===== src/rtl/core/websocket_frame_parser_unit_macros.svh =====
// Assertion macros shared by the frame parser RTL.
// Assertions are checked in simulation and left out for synthesis.
`ifndef WEBSOCKET_FRAME_PARSER_UNIT_MACROS_SVH
`define WEBSOCKET_FRAME_PARSER_UNIT_MACROS_SVH

`ifndef SYNTHESIS

// Checks that a condition holds at every clock edge outside reset.
`define WSFP_ASSERT_ALWAYS(label, clk, rst_n, cond) \
  label: assert property (@(posedge clk) disable iff (!rst_n) (cond)) \
    else $error("frame parser assertion failed");

// Checks that a condition in one cycle implies another in the next cycle.
`define WSFP_ASSERT_NEXT(label, clk, rst_n, ante, cons) \
  label: assert property (@(posedge clk) disable iff (!rst_n) (ante) |=> (cons)) \
    else $error("frame parser assertion failed");

`else

`define WSFP_ASSERT_ALWAYS(label, clk, rst_n, cond)
`define WSFP_ASSERT_NEXT(label, clk, rst_n, ante, cons)

`endif

`endif


===== src/rtl/core/wsfp_pkg.sv =====
// Types and constants for the WebSocket frame parser.
// No dependencies; used by wsfp_step and websocket_frame_parser_unit.
package wsfp_pkg;

  localparam logic [7:0] FIN_BIT_MASK = 8'h80;
  localparam logic [7:0] OPCODE_MASK  = 8'h0F;
  localparam logic [7:0] LEN_MASK     = 8'h7F;
  localparam logic [6:0] LEN_CODE_16  = 7'd126;
  localparam logic [6:0] LEN_CODE_64  = 7'd127;
  localparam logic [3:0] EXT16_BYTES  = 4'd2;
  localparam logic [3:0] EXT64_BYTES  = 4'd8;
  localparam logic [3:0] KEY_BYTES    = 4'd4;

  typedef enum logic [2:0] {
    PH_HDR0    = 3'd0,
    PH_HDR1    = 3'd1,
    PH_EXTLEN  = 3'd2,
    PH_KEY     = 3'd3,
    PH_PAYLOAD = 3'd4,
    PH_IGNORE  = 3'd5
  } phase_t;

  typedef struct packed {
    logic [7:0] rx_byte;
    logic       buffer_end;
  } in_item_t;

  typedef struct packed {
    logic [7:0] payload_byte;
    logic       has_data;
    logic       frame_end;
    logic       status;
    logic       final_fragment;
    logic [3:0] frame_opcode;
  } out_item_t;

  typedef struct packed {
    phase_t      phase;
    logic [3:0]  header_count;
    logic        fin_flag;
    logic [3:0]  opcode;
    logic        masked_flag;
    logic [63:0] frame_length;
    logic [31:0] key_word;
    logic [63:0] payload_count;
  } parse_state_t;

endpackage


===== src/rtl/core/websocket_frame_parser_unit.sv =====
// WebSocket frame parser: one received byte per beat, at most one result per beat.
// Each accepted byte is held in an input register; its result is then registered in the output register.
// Throughput: one byte per cycle while the output is not stalled; the parser state advances once per byte.
// Reset: synchronous, active low; parser returns to the first header byte, both
// pipeline registers empty.
// Depends on wsfp_pkg, wsfp_step and websocket_frame_parser_unit_macros.svh.
`include "websocket_frame_parser_unit_macros.svh"

module websocket_frame_parser_unit (
  input  logic                clk,
  input  logic                rst_n,
  input  logic                in_valid,
  output logic                in_stall,
  input  wsfp_pkg::in_item_t  in_item,
  output logic                out_valid,
  input  logic                out_stall,
  output wsfp_pkg::out_item_t out_item
);

  logic                   in_valid_r;
  wsfp_pkg::in_item_t     in_item_r;
  wsfp_pkg::parse_state_t state_r;
  wsfp_pkg::parse_state_t state_nxt;
  wsfp_pkg::out_item_t    result;
  logic                   emit;
  logic                   out_valid_r;
  wsfp_pkg::out_item_t    out_item_r;
  logic                   advance;

  // The held byte moves on whenever the output register is free or being emptied.
  assign advance  = in_valid_r && (!out_valid_r || !out_stall);
  assign in_stall = in_valid_r && !advance;

  wsfp_step u_step (
    .state_r   (state_r),
    .item      (in_item_r),
    .state_nxt (state_nxt),
    .result    (result),
    .emit      (emit)
  );

  always_ff @(posedge clk) begin
    if (!rst_n) begin
      in_valid_r <= 1'b0;
    end else if (!in_stall) begin
      in_valid_r <= in_valid;
    end
  end

  always_ff @(posedge clk) begin
    if (in_valid && !in_stall) begin
      in_item_r <= in_item;
    end
  end

  always_ff @(posedge clk) begin
    if (!rst_n) begin
      state_r.phase         <= wsfp_pkg::PH_HDR0;
      state_r.header_count  <= '0;
      state_r.fin_flag      <= 1'b0;
      state_r.opcode        <= '0;
      state_r.masked_flag   <= 1'b0;
      state_r.frame_length  <= '0;
      state_r.key_word      <= '0;
      state_r.payload_count <= '0;
    end else if (advance) begin
      state_r <= state_nxt;
    end
  end

  always_ff @(posedge clk) begin
    if (!rst_n) begin
      out_valid_r <= 1'b0;
    end else if (advance) begin
      out_valid_r <= emit;
    end else if (!out_stall) begin
      out_valid_r <= 1'b0;
    end
  end

  always_ff @(posedge clk) begin
    if (advance && emit) begin
      out_item_r <= result;
    end
  end

  assign out_valid = out_valid_r;
  assign out_item  = out_item_r;

  `WSFP_ASSERT_ALWAYS(a_payload_in_range, clk, rst_n,
    (state_r.phase != wsfp_pkg::PH_PAYLOAD) || (state_r.payload_count < state_r.frame_length))
  `WSFP_ASSERT_ALWAYS(a_key_count, clk, rst_n,
    (state_r.phase != wsfp_pkg::PH_KEY) ||
    (state_r.masked_flag && state_r.header_count != 4'd0 &&
     state_r.header_count <= wsfp_pkg::KEY_BYTES))
  `WSFP_ASSERT_ALWAYS(a_data_not_truncated, clk, rst_n,
    !(out_valid_r && out_item_r.has_data && out_item_r.status))
  `WSFP_ASSERT_NEXT(a_held_byte_stable, clk, rst_n,
    in_valid_r && !advance, in_valid_r && $stable(in_item_r))
  `WSFP_ASSERT_NEXT(a_emit_reaches_output, clk, rst_n, advance && emit, out_valid_r)

endmodule


===== src/rtl/core/wsfp_step.sv =====
// Next-state and result logic for one received byte of the frame parser.
// Depends on wsfp_pkg for the state, item and phase types.
module wsfp_step (
  input  wsfp_pkg::parse_state_t state_r,
  input  wsfp_pkg::in_item_t     item,
  output wsfp_pkg::parse_state_t state_nxt,
  output wsfp_pkg::out_item_t    result,
  output logic                   emit
);

  logic [7:0] b;
  logic [6:0] len_code;
  logic       do_after_len;
  logic       do_body;
  logic [7:0] key_byte;
  logic [63:0] count_inc;

  always_comb begin
    b            = item.rx_byte;
    len_code     = b[6:0] & wsfp_pkg::LEN_MASK[6:0];
    do_after_len = 1'b0;
    do_body      = 1'b0;
    state_nxt    = state_r;
    result       = '0;
    emit         = 1'b0;
    count_inc    = state_r.payload_count + 64'd1;

    case (state_r.payload_count[1:0])
      2'd0:    key_byte = state_r.key_word[31:24];
      2'd1:    key_byte = state_r.key_word[23:16];
      2'd2:    key_byte = state_r.key_word[15:8];
      default: key_byte = state_r.key_word[7:0];
    endcase

    unique case (state_r.phase)
      wsfp_pkg::PH_HDR0: begin
        state_nxt.fin_flag      = |(b & wsfp_pkg::FIN_BIT_MASK);
        state_nxt.opcode        = 4'(b & wsfp_pkg::OPCODE_MASK);
        state_nxt.masked_flag   = 1'b0;
        state_nxt.frame_length  = '0;
        state_nxt.key_word      = '0;
        state_nxt.payload_count = '0;
        state_nxt.header_count  = '0;
        state_nxt.phase         = wsfp_pkg::PH_HDR1;
      end
      wsfp_pkg::PH_HDR1: begin
        state_nxt.masked_flag  = |(b & wsfp_pkg::FIN_BIT_MASK);
        state_nxt.frame_length = '0;
        if (len_code == wsfp_pkg::LEN_CODE_16) begin
          state_nxt.header_count = wsfp_pkg::EXT16_BYTES;
          state_nxt.phase        = wsfp_pkg::PH_EXTLEN;
        end else if (len_code == wsfp_pkg::LEN_CODE_64) begin
          state_nxt.header_count = wsfp_pkg::EXT64_BYTES;
          state_nxt.phase        = wsfp_pkg::PH_EXTLEN;
        end else begin
          state_nxt.frame_length = {57'd0, len_code};
          do_after_len           = 1'b1;
        end
      end
      wsfp_pkg::PH_EXTLEN: begin
        state_nxt.frame_length = {state_r.frame_length[55:0], b};
        state_nxt.header_count = state_r.header_count - 4'd1;
        do_after_len           = (state_nxt.header_count == 4'd0);
      end
      wsfp_pkg::PH_KEY: begin
        state_nxt.key_word     = {state_r.key_word[23:0], b};
        state_nxt.header_count = state_r.header_count - 4'd1;
        do_body                = (state_nxt.header_count == 4'd0);
      end
      wsfp_pkg::PH_PAYLOAD: begin
        state_nxt.payload_count = count_inc;
        result.payload_byte     = b ^ key_byte;
        result.has_data         = 1'b1;
        emit                    = 1'b1;
        if (count_inc == state_r.frame_length) begin
          result.frame_end = 1'b1;
          state_nxt.phase  = wsfp_pkg::PH_IGNORE;
        end
      end
      default: begin
      end
    endcase

    // Length is known: collect the key, or go straight to the body.
    if (do_after_len) begin
      state_nxt.key_word = '0;
      if (state_nxt.masked_flag) begin
        state_nxt.header_count = wsfp_pkg::KEY_BYTES;
        state_nxt.phase        = wsfp_pkg::PH_KEY;
      end else begin
        do_body = 1'b1;
      end
    end

    // A frame with an empty body completes as soon as its header does.
    if (do_body) begin
      state_nxt.payload_count = '0;
      if (state_nxt.frame_length == 64'd0) begin
        result.frame_end = 1'b1;
        emit             = 1'b1;
        state_nxt.phase  = wsfp_pkg::PH_IGNORE;
      end else begin
        state_nxt.phase = wsfp_pkg::PH_PAYLOAD;
      end
    end

    // The buffer ended inside a frame: report it truncated instead.
    if (item.buffer_end) begin
      if (state_nxt.phase == wsfp_pkg::PH_HDR1 ||
          state_nxt.phase == wsfp_pkg::PH_EXTLEN ||
          state_nxt.phase == wsfp_pkg::PH_KEY ||
          state_nxt.phase == wsfp_pkg::PH_PAYLOAD) begin
        result.payload_byte = '0;
        result.has_data     = 1'b0;
        result.frame_end    = 1'b1;
        result.status       = 1'b1;
        emit                = 1'b1;
      end
      state_nxt.phase        = wsfp_pkg::PH_HDR0;
      state_nxt.header_count = '0;
    end

    result.final_fragment = state_nxt.fin_flag;
    result.frame_opcode   = state_nxt.opcode;
  end

endmodule

===== config.mk =====
export PLATFORM = sky130hd
export DESIGN_NAME = websocket_frame_parser_unit
export DESIGN_NICKNAME = d
export VERILOG_FILES = /design/src/rtl/core/wsfp_pkg.sv /design/src/rtl/core/websocket_frame_parser_unit.sv /design/src/rtl/core/wsfp_step.sv
export VERILOG_INCLUDE_DIRS = /design/src /design/src/rtl/core
export SDC_FILE = /design/constraint.sdc
export NUM_CORES = 1
export LEC_CHECK = 0
export BUFFER_PORTS_ARGS = -buffer_cell sky130_fd_sc_hd__clkbuf_2
export CAP_MARGIN = 20
export CELL_PAD_IN_SITES_DETAIL_PLACEMENT = 1
export CELL_PAD_IN_SITES_GLOBAL_PLACEMENT = 1
export CORE_MARGIN = 5
export CORE_UTILIZATION = 51
export DETAILED_ROUTE_END_ITERATION = 8
export PLACE_DENSITY_LB_ADDON = 0.1
export SLEW_MARGIN = 0
export SYNTH_ARGS = -nofsm -noshare
export SYNTH_HDL_FRONTEND = slang
export SYNTH_SLANG_ARGS = --single-unit

===== constraint.sdc =====
create_clock -name clk -period 6.75 [get_ports clk]
set_clock_uncertainty 0.1 [all_clocks]
set_input_delay 1.35 -clock clk [delete_from_list [all_inputs] [get_ports clk]]
set_output_delay 1.35 -clock clk [all_outputs]
set_load 0.05 [all_outputs]

==> results.json <==
{
  "status": "finished clean",
  "start_kind": "register",
  "max_freq_mhz": 195,
  "grt_max_degree": 96,
  "drtIter0Drc": 1084,
  "ctsRootBufferMaster": "clkbuf_16",
  "n_antenna_cell": 0,
  "syn-num-nets": 1510,
  "hold_end": "state_r[88]$_SDFFE_PN0P_",
  "nNetsFinal": 1448,
  "cts.repair.resized": 0,
  "syn2layout_area_growth_pct": 4.97,
  "tightest_slew_ps": 1070,
  "first_pass_iters": 8,
  "gr-total-overflow": 0,
  "min_path_type": "register to register",
  "multiInputGateArea_um2": 6790,
  "numCtsBuffers": 17,
  "syn_area_per_cell_um2": 7.89,
  "clkSinkCount": 200,
  "period_share_pct": 75.9,
  "finalHoldViolCount": 0,
  "hold_buffers": 0,
  "antenna_found_initial": 0,
  "cts_tree": "yes",
  "synth_edf_count": 25,
  "rsz0062_at_grt": "no",
  "reg2reg_to": "out_item[13]$_DFFE_PP_",
  "fp.dieW_um": 162,
  "finalMaxSlewViolations": 0,
  "port_buffers": 30,
  "gp_congestion": 0.990,
  "critPathCaptureType": "register",
  "grt_pass1_vias": 11200,
  "setup-violations-final": 0,
  "ys_async_sr_fraction_pct": 0,
  "p_total_mw": 2.42,
  "reg2regPathDepth": 11,
  "cellPowerDensity_nw_per_um2": 196,
  "final.setup.tns_ps": 0,
  "synth_seq_area_share_pct": 36.2,
  "htreeDepth": 4,
  "maxSlewHeadroom_pct": 28.2,
  "core_area_um2": 22700,
  "ys_types": 82,
  "period_needed_ps": 5120,
  "routed_wl_um": 42100,
  "syn-instance-count": 1491,
  "grt_pass1_wl_um": 65200,
  "drive_gt1_share_pct": 9.08,
  "grt.total_usage_pct": 31.6,
  "cts_setup_buffers": 0,
  "ir_drop_mv": 0.122,
  "crit_arrival_ps": 5310,
  "r2r_start": "state_r[0]$_SDFFE_PN0P_",
  "dp_hpwl_um": 29200,
  "cts.clk_slew.worst_paths_ps": 90,
  "crit_required_ps": 6930,
  "ys_warn_count": 0,
  "die_y_um": 162,
  "detail-route-antenna-nets": 0,
  "row_count": 55,
  "synth_seq_cells": 200,
  "clock_path_buffers": 2,
  "fillCellCount": 2819,
  "die_area_um2": 26200,
  "rrSetupSlack_ps": 1630,
  "p_leak_nw": 4.02,
  "critPathKind": "register to register",
  "ios": 31,
  "min_path_cells": 2,
  "drv_cap": 0,
  "synth_ff_type": "dfxtp_1",
  "drc": 0,
  "via_per_inst": 6.77,
  "worstSkewPairLatency_ps": 450,
  "num_vias": 11700,
  "wl_per_cell_um": 24.4,
  "worstPathMaxFanout": 26,
  "synth_area_um2": 11800,
  "register_area_um2": 4250,
  "start_util_pct": 51.8,
  "hold_start": "state_r[88]$_SDFFE_PN0P_"
}
## power by group
part	switching (mW)	internal (mW)	total [mW]
clock	0.565	0.508	1.07
combinational	0.0916	0.0293	0.121
sequential	0.0138	1.21	1.23
total	0.670	1.75	2.42
## synthesized netlist by cell type (9+ instances only)
master    instances  share of area [%]
and2_1           14               0.74
nor2_1          185                5.9
nand2_1         149                4.8
nor4_1           58                3.1
o21ai_0          73                3.1
a21oi_1         120                5.1
or4_1             9               0.57
buf_2             9               0.38
a31oi_1          16               0.85
edfxtp_1         25                6.4
xnor2_1          57                4.2
nor3_1           46                2.0
a22oi_1          67                4.3
xor2_1           35                2.6
dfxtp_1         175                 30
or3_1            24                1.3
nand4_1          48                2.6
and3_1           20                1.1
nand3_1          79                3.4
inv_1            13               0.41
clkbuf_1         92                2.9
and4_1           13               0.97
## routing by layer
metal	vias to the layer above	wire length [µm]	GRT usage [%]
met1	5805	17500	42.3
li1	5317	-	-
met5	-	0	0
met2	474	20200	51.8
met3	88	3080	5.23
met4	0	1360	11.5
## area by class of cell
| type | instances | share of cell area, % |
|---|---|---|
| clock buffer | 17 | 3.45 |
| clock inverter | 15 | 1.54 |
| inverter | 13 | 0.415 |
| multi-input combinational | 1153 | 55.0 |
| sequential | 200 | 34.5 |
| tap | 285 | 2.89 |
| timing repair buffer | 44 | 2.27 |
## worst max-delay path by stage
stage | startpoint | endpoint | slack, ps | cells after the start
after detailed placement | state_r[0]$_SDFFE_PN0P_ | out_item[9]$_DFFE_PP_ | 1860 | 10
final | state_r[0]$_SDFFE_PN0P_ | out_item[13]$_DFFE_PP_ | 1630 | 11
after global routing | state_r[0]$_SDFFE_PN0P_ | out_item[5]$_SDFFCE_PN0P_ | 1450 | 11
after CTS | state_r[0]$_SDFFE_PN0P_ | out_item[5]$_SDFFCE_PN0P_ | 1820 | 11
after floorplan | state_r[1]$_SDFFE_PN0P_ | out_item[5]$_SDFFCE_PN0P_ | 3040 | 12
after global placement | state_r[0]$_SDFFE_PN0P_ | out_item[5]$_SDFFCE_PN0P_ | 1950 | 10
## stage by stage
step / utilization, % / hold WS, ps / setup WS (ps) / cell area (µm²) / instances
detailed placement: 51.7 / 354 / 1860 / 11700 / 1695
finish: 54.4 / 360 / 1630 / 12300 / 1727
CTS: 54.4 / 367 / 1820 / 12300 / 1727
global placement: 51.6 / 340 / 1950 / 11700 / 1694
global route: 54.4 / 386 / 1450 / 12300 / 1727
floorplan: - / 332 / 3040 / 11800 / 1491
## flip-flops by register name, summed over array words and instances, names as in the netlist
signal / flops
in_item_r: 9
in_valid_r: 1
out_item: 16
out_valid: 1
state_r: 173
## cells by family after synthesis
logic type	Yosys count	share of synthesized area (%)
compound gates	326	17.1
flops	200	36.2
xor+xnor	92	6.85
simple gates	718	31.9
mux	10	0.915
buf+inv	138	6.31
fa+ha+maj	7	0.723
## placed cells by master (no fill, tap or decap), drive strengths merged, types with 15 or more instances in the layout
| cell | count |
|---|---|
| and3 | 23 |
| nand2 | 150 |
| and2 | 15 |
| a21oi | 121 |
| inv | 19 |
| nor2 | 185 |
| nor3 | 54 |
| nand3 | 80 |
| edfxtp | 25 |
| o21ai | 74 |
| xor2 | 35 |
| clkbuf | 47 |
| nand4 | 51 |
| and4 | 16 |
| a31oi | 16 |
| nor4 | 63 |
| a22oi | 67 |
| or3 | 26 |
| dfxtp | 175 |
| xnor2 | 57 |
## worst max-delay path: stages, from the launching register on
cell and delay (ps):
dfxtp_1 570, ha_1 770, nand2_1 370, nor4_2 590, buf_4 300, and3_1 240
xnor2_1 80, a2111oi_0 770, nand4_1 300, nor4_4 420, a21oi_4 200, nor3_2 230
(Power assumes the default switching activity.)
